$ cat src/cfvs_pkg.sv
// Shared types, reset values, register indexes and saturating arithmetic
// for the coupled-field Verlet stencil step. No dependencies.
package cfvs_pkg;

  localparam int VALUE_WIDTH_DEF   = 32;
  localparam int FRACTION_BITS_DEF = 22;
  localparam int MAX_W             = 64;
  localparam int CFG_IDX_W         = 3;
  localparam int PIDX_W            = 16;

  localparam logic [PIDX_W-1:0] MIN_POINTS = 16'd3;

  localparam logic signed [63:0] RST_MU    = -64'sd83886080;
  localparam logic [63:0]        RST_KAPPA = 64'd83886080;
  localparam logic [63:0]        RST_MASS  = 64'd4194304;
  localparam logic [63:0]        RST_INVDX = 64'd1677721600;
  localparam logic [63:0]        RST_DT    = 64'd167772;
  localparam logic [PIDX_W-1:0]  RST_GRID  = 16'd4000;

  localparam logic [CFG_IDX_W-1:0] CFG_MU    = 3'd0;
  localparam logic [CFG_IDX_W-1:0] CFG_KAPPA = 3'd1;
  localparam logic [CFG_IDX_W-1:0] CFG_MASS  = 3'd2;
  localparam logic [CFG_IDX_W-1:0] CFG_INVDX = 3'd3;
  localparam logic [CFG_IDX_W-1:0] CFG_DT    = 3'd4;
  localparam logic [CFG_IDX_W-1:0] CFG_GRID  = 3'd5;

  typedef enum logic [16:0] {
    ST_IDLE   = 17'h00001,
    ST_KICK   = 17'h00002,
    ST_DRIFT  = 17'h00004,
    ST_LAP    = 17'h00008,
    ST_MASS   = 17'h00010,
    ST_DPROD  = 17'h00020,
    ST_FWAIT  = 17'h00040,
    ST_NUM    = 17'h00080,
    ST_DIV    = 17'h00100,
    ST_KICK2  = 17'h00200,
    ST_DAMPF  = 17'h00400,
    ST_DAMPV  = 17'h00800,
    ST_EMIT1  = 17'h01000,
    ST_DAMPF2 = 17'h02000,
    ST_DAMPV2 = 17'h04000,
    ST_EMIT2  = 17'h08000,
    ST_FINISH = 17'h10000
  } cfvs_state_t;

  typedef struct packed {
    cfvs_state_t st;
    logic        ph;
    logic        bound;
    logic        load;
    logic        shift;
  } cfvs_ctl_t;

  function automatic logic signed [MAX_W-1:0] sat_clamp(input logic signed [MAX_W:0] s,
                                                        input int unsigned w);
    logic signed [MAX_W:0] hi;
    logic signed [MAX_W:0] lo;
    hi = ((MAX_W+1)'(1) <<< (w - 1)) - (MAX_W+1)'(1);
    lo = -hi - (MAX_W+1)'(1);
    if (s > hi) sat_clamp = hi[MAX_W-1:0];
    else if (s < lo) sat_clamp = lo[MAX_W-1:0];
    else sat_clamp = s[MAX_W-1:0];
  endfunction

  function automatic logic signed [MAX_W-1:0] sat_add(input logic signed [MAX_W-1:0] a,
                                                      input logic signed [MAX_W-1:0] b,
                                                      input int unsigned w);
    sat_add = sat_clamp((MAX_W+1)'(a) + (MAX_W+1)'(b), w);
  endfunction

  function automatic logic signed [MAX_W-1:0] sat_sub(input logic signed [MAX_W-1:0] a,
                                                      input logic signed [MAX_W-1:0] b,
                                                      input int unsigned w);
    sat_sub = sat_clamp((MAX_W+1)'(a) - (MAX_W+1)'(b), w);
  endfunction

endpackage

$ cat src/cfvs_fmul.sv
// Two-stage fixed-point multiplier: registered magnitude product, then
// round half away from zero, shift by F or F+1 and saturate. No dependencies.
module cfvs_fmul #(
  parameter int W = 32,
  parameter int F = 22
) (
  input  logic                clk,
  input  logic signed [W-1:0] a_i,
  input  logic signed [W-1:0] b_i,
  input  logic                half_i,
  output logic signed [W-1:0] res_o
);
  localparam int PW = 2 * W + 1;
  localparam logic [PW-1:0] HALF_F   = PW'(1) << (F - 1);
  localparam logic [PW-1:0] HALF_F1  = PW'(1) << F;
  localparam logic [PW-1:0] LIM_NEG  = PW'(1) << (W - 1);
  localparam logic [PW-1:0] LIM_POS  = (PW'(1) << (W - 1)) - PW'(1);
  localparam logic signed [W-1:0] VMAX = {1'b0, {(W-1){1'b1}}};
  localparam logic signed [W-1:0] VMIN = {1'b1, {(W-1){1'b0}}};

  logic [W-1:0]   ma;
  logic [W-1:0]   mb;
  logic [2*W-1:0] prod_r;
  logic           neg_r;
  logic           half_r;
  logic [PW-1:0]  rnd;
  logic [PW-1:0]  sh;

  assign ma = a_i[W-1] ? W'(-a_i) : W'(a_i);
  assign mb = b_i[W-1] ? W'(-b_i) : W'(b_i);

  always_ff @(posedge clk) begin
    prod_r <= ma * mb;
    neg_r  <= a_i[W-1] ^ b_i[W-1];
    half_r <= half_i;
  end

  assign rnd = PW'(prod_r) + (half_r ? HALF_F1 : HALF_F);
  assign sh  = half_r ? (rnd >> (F + 1)) : (rnd >> F);

  always_comb begin
    if (neg_r) res_o = (sh > LIM_NEG) ? VMIN : W'(PW'(0) - sh);
    else res_o = (sh > LIM_POS) ? VMAX : W'(sh);
  end

endmodule

$ cat src/cfvs_merge.sv
// Merging stage: combines the three lanes' centre fields into the shared
// force terms -mu*P and (1+kappa*P^2)^2. Depends on cfvs_pkg and cfvs_fmul.
module cfvs_merge #(
  parameter int W = 32,
  parameter int F = 22
) (
  input  logic                clk,
  input  logic                rst_n,
  input  logic                start_i,
  input  logic signed [W-1:0] c0_i,
  input  logic signed [W-1:0] c1_i,
  input  logic signed [W-1:0] c2_i,
  input  logic signed [W-1:0] kappa_i,
  input  logic signed [W-1:0] mu_i,
  output logic signed [W-1:0] mp_o,
  output logic signed [W-1:0] den_o,
  output logic                done_o
);
  import cfvs_pkg::*;

  typedef enum logic [5:0] {
    MS_Q    = 6'b000001,
    MS_PP   = 6'b000010,
    MS_P2   = 6'b000100,
    MS_BASE = 6'b001000,
    MS_DEN  = 6'b010000,
    MS_MP   = 6'b100000
  } merge_step_t;

  localparam logic signed [W-1:0] ONE =
    (F < W - 1) ? (W'(1) << F) : ((W'(1) << (W - 1)) - W'(1));

  logic                busy_r, ph_r;
  merge_step_t         step_r, step_nxt;
  logic signed [W-1:0] q_r, pp_r, p2_r, base_r, den_r, mp_r;
  logic signed [W-1:0] a_op, b_op, res, negmu;

  cfvs_fmul #(.W(W), .F(F)) u_mul (
    .clk    (clk),
    .a_i    (a_op),
    .b_i    (b_op),
    .half_i (1'b0),
    .res_o  (res)
  );

  assign negmu = W'(sat_sub('0, MAX_W'(mu_i), W));

  always_comb begin
    a_op     = '0;
    b_op     = '0;
    step_nxt = MS_Q;
    case (step_r)
      MS_Q:    begin a_op = c0_i;    b_op = c1_i;   step_nxt = MS_PP;   end
      MS_PP:   begin a_op = q_r;     b_op = c2_i;   step_nxt = MS_P2;   end
      MS_P2:   begin a_op = pp_r;    b_op = pp_r;   step_nxt = MS_BASE; end
      MS_BASE: begin a_op = kappa_i; b_op = p2_r;   step_nxt = MS_DEN;  end
      MS_DEN:  begin a_op = base_r;  b_op = base_r; step_nxt = MS_MP;   end
      MS_MP:   begin a_op = negmu;   b_op = pp_r;   step_nxt = MS_Q;    end
      default: ;
    endcase
  end

  always_ff @(posedge clk) begin
    if (!rst_n) begin
      busy_r <= 1'b0;
      ph_r   <= 1'b0;
      step_r <= MS_Q;
    end else if (start_i) begin
      busy_r <= 1'b1;
      ph_r   <= 1'b0;
      step_r <= MS_Q;
    end else if (busy_r) begin
      ph_r <= !ph_r;
      if (ph_r) begin
        step_r <= step_nxt;
        if (step_r == MS_MP) busy_r <= 1'b0;
      end
    end
  end

  always_ff @(posedge clk) begin
    if (busy_r && ph_r) begin
      case (step_r)
        MS_Q:    q_r    <= res;
        MS_PP:   pp_r   <= res;
        MS_P2:   p2_r   <= res;
        MS_BASE: base_r <= W'(sat_add(MAX_W'(ONE), MAX_W'(res), W));
        MS_DEN:  den_r  <= res;
        MS_MP:   mp_r   <= res;
        default: ;
      endcase
    end
  end

  assign mp_o   = mp_r;
  assign den_o  = den_r;
  assign done_o = !busy_r;

endmodule

$ cat config.mk
export PLATFORM = sky130hd
export DESIGN_NAME = cfvs_merge
export DESIGN_NICKNAME = d
export VERILOG_FILES = /design/src/cfvs_pkg.sv /design/src/cfvs_fmul.sv /design/src/cfvs_merge.sv
export SDC_FILE = /design/constraint.sdc
export NUM_CORES = 2
export LEC_CHECK = 0
export BUFFER_PORTS_ARGS = -buffer_cell sky130_fd_sc_hd__buf_2
export CAP_MARGIN = 20
export CORE_UTILIZATION = 35
export DETAILED_ROUTE_END_ITERATION = 16
export PLACE_DENSITY = 0.53
export SLEW_MARGIN = 0
export SYNTH_ARGS = -nofsm -noshare
export SYNTH_HDL_FRONTEND = slang
export SYNTH_SLANG_ARGS = --single-unit
export TNS_END_PERCENT = 10
$ cat constraint.sdc
create_clock -name clk -period 21.9 [get_ports clk]
set_input_delay 1.095 -clock clk [delete_from_list [all_inputs] [get_ports clk]]
set_output_delay 1.095 -clock clk [all_outputs]
set_load 0.05 [all_outputs]
==> flow_metrics.py <==
metrics = {
    "timing": {
        "setup-violations-final": 0,
        "final_period_minus_worst_setup_slack_ns": 15.13,
        "timing_worst_slew_pin_value_ns": 1.22,
        "achievable-frequency_ghz": 0.0661,
        "finalSetupTns_ns": 0,
        "fin_worst_skew_ns": 0.0280,
        "grt_setup_unrepaired": "no",
        "worst_slew_margin_rel": 0.189,
        "fin_crit_sh": 0.691,
        "finalHoldViolCount": 0,
        "report.final.slew_viol_count": 0,
    },
    "floorplanning": {
        "fp.dieW_um": 367,
        "total_die_area_mm2": 0.135,
        "rows": 133,
        "area_of_the_placeable_core_mm2": 0.132,
        "top_level_ports": 228,
        "start_util": 0.354,
        "die_height_um": 367,
    },
    "global_route": {
        "grt_max_degree": 65,
        "grt_use_total": 0.265,
        "number_of_antenna_violations_at_the_first_check_in_global_routing": 9,
        "global_route_wire_length_before_repair_mm": 266,
        "first_global_vias": 39300,
        "global_route.overflow_total": 0,
    },
    "synthesis": {
        "ys_seq_elements": 244,
        "avgSynthCellArea_um2": 8.99,
        "synth_cell_type_count": 101,
        "yosys.area.top_type_share": 0.383,
        "ys_dominant_reg_cell": "edfxtp_1",
        "syn_inst": 5198,
        "synth_most_common_cell": "inv_1",
        "yosys-top-cells-count": "inv_1 (961), fa_1 (895), nand2_1 (688)",
        "synth-edff-count": 192,
        "synth-async-reset-ratio": 0,
        "syn_nets": 6525,
        "post_synth_instance_area_mm2": 0.0467,
        "synth-warning-count": 0,
        "synth_area_leaders": "fa_1 (38%), edfxtp_1 (12%), inv_1 (7.7%), ha_1 (7.2%), nand2_1 (5.5%)",
        "yosysSeqAreaShare": 0.146,
        "synth_top_area_cell": "fa_1",
    },
    "clocking": {
        "cts-root-buf": "clkbuf_16",
        "cts_htree_levels": 1,
        "cts_tree": "done",
        "cts.repair_timing.setup_buffer_count": 0,
        "bufs_on_longest_clock_path": 3,
        "clk_pin_slew_ns": 0.06,
        "cts_made_buffers": 25,
        "cts_sinks": 244,
        "cts-hold-fix-buffers": 0,
        "clk-insertion-delay-late_ns": 0.57,
        "cts-resized-gates": 0,
    },
    "min_path": {
        "holdPathEnd": "step_r[3]$_SDFFE_PP0P_",
        "hp-start": "step_r[3]$_SDFFE_PP0P_",
        "min_path_type": "register to register",
        "whs_path_depth": 2,
    },
    "layout": {
        "fin_cells": 7122,
        "flow.area_growth_from_synthesis_pct": 10.2,
        "layout-drive-gt1-share": 0.100,
        "finish.net_count": 6672,
    },
    "critical_path": {
        "worst_path_max_delay_cell": "a21oi_1",
        "timing.critical_path.to_type": "register",
        "critPathMostFrequentCell": "fa_1",
        "slowest_delay_ns": 0.82,
        "worst_setup_path_start_kind": "input pin",
        "ff2ff_setup_slack_ns": 7.83,
        "crit_reg_reg_endpoint": "u_mul.prod_r[57]$_DFF_P_",
        "crit_arrival_ns": 15.56,
        "crit_fanout": 37,
        "cp_data_required_time_ns": 22.33,
        "r2r-start": "step_r[5]$_SDFFE_PP0P_",
        "rr_worst_depth": 39,
        "criticalPathCategory": "input pin to register",
    },
    "detailed_routing": {
        "detailedRoute.firstIterationViolations": 3834,
        "vias": 38100,
        "remaining_drc_errors": 0,
        "finalWirelength_mm": 177,
        "drt_pre_antenna_iters": 6,
        "postRouteAntennaNets": 0,
        "drt-vias-per-instance": 5.34,
        "route.detailed.wl_per_inst_um": 24.8,
    },
    "placed_design": {
        "hpwlAfterDp_mm": 141,
        "placed_cells_incl_taps": 7070,
        "place.gp.congestion": 0.945,
        "buffer_ports.inserted": 227,
    },
    "status": {
        "outcome": "finished, final reports clean",
    },
    "job": {
        "timing.max_cap.violations": 0,
    },
}
==> kinds of logic after synthesis <==
kind of cell / Yosys count / synth area share
xor gates and xnor gates: 231 / 0.0448
adders and majority gates: 1164 / 0.455
muxes: 8 / 0.00174
AOI/OAI and AO/OA: 565 / 0.0850
and+or+nand+nor: 1778 / 0.168
DFF: 244 / 0.146
buffers and inverters: 1208 / 0.0990
==> through the flow <==
stage / hold slack (ns) / setup slack (ns) / utilization / cell area (µm²)
6_report: 0.558 / 6.77 / 0.390 / 51500
5_1_grt: 0.591 / 6.03 / 0.390 / 51500
4_1_cts: 0.552 / 6.91 / 0.390 / 51500
3_5_place_dp: 0.541 / 6.36 / 0.384 / 50700
3_3_place_gp: 0.538 / 6.50 / 0.384 / 50600
2_1_floorplan: 0.506 / 8.99 / - / 46700
==> critical path: cells and delay by family <==
kind	cells	cell delay, ns
AOI/OAI and AO/OA	15	5.43
xor gates and xnor gates	3	0.50
adders and majority gates	11	4.65
buffers and inverters	11	1.70
and+or+nand+nor	9	2.10
==> how the worst max path moves through the flow <==
stage / start / to / cells past startpoint
after floorplan: mu_i[0] / u_mul.prod_r[57]$_DFF_P_ / 51
after global placement: mu_i[0] / u_mul.prod_r[57]$_DFF_P_ / 49
after detailed placement: mu_i[0] / u_mul.prod_r[57]$_DFF_P_ / 49
after CTS: mu_i[0] / u_mul.prod_r[57]$_DFF_P_ / 49
after global routing: mu_i[0] / u_mul.prod_r[57]$_DFF_P_ / 49
final: mu_i[0] / u_mul.prod_r[57]$_DFF_P_ / 49
==> state kept, by name, summed over array words and instances (netlist names), 6 cells and up <==
register / cells
u_mul.prod_r: 43
base_r: 32
den_o: 32
mp_o: 32
p2_r: 32
pp_r: 32
q_r: 32
step_r: 6
==> layout make-up <==
| type | count | area (µm²) |
|---|---|---|
| diodes | 3 | 7.51 |
| clock buffers | 30 | 654 |
| clock inverters | 16 | 148 |
| fillers | 13300 | 80500 |
| inverters | 963 | 3610 |
| multi-input cells | 3746 | 35900 |
| flip-flops and latches | 244 | 6810 |
| well taps | 1755 | 2200 |
| repair buffers | 365 | 2190 |
==> placed cells by master (no fill, tap or decap), drive strengths merged, types with 40 or more instances in the layout <==
cell      n
a22oi    77
nand4    40
a21o     58
dfxtp    52
fa      895
nand2   689
nor3     57
nand3    79
xor2     96
inv     962
ha      269
xnor2   135
nor2    651
a21oi   143
o21ai    89
and3     44
edfxtp  192
buf     362
==> layer usage <==
metal  vias up  routed length (µm)  GRT usage
met5         -                  11          0
li1      16600                   -          -
met1     19700               75100      0.366
met3       243               15800     0.0525
met4         2                6430     0.0825
met2      1562               79400      0.418
Power is left out: the tool's default activity adds up to more than one toggle a clock period on the data nets, which glitch-free logic cannot reach.
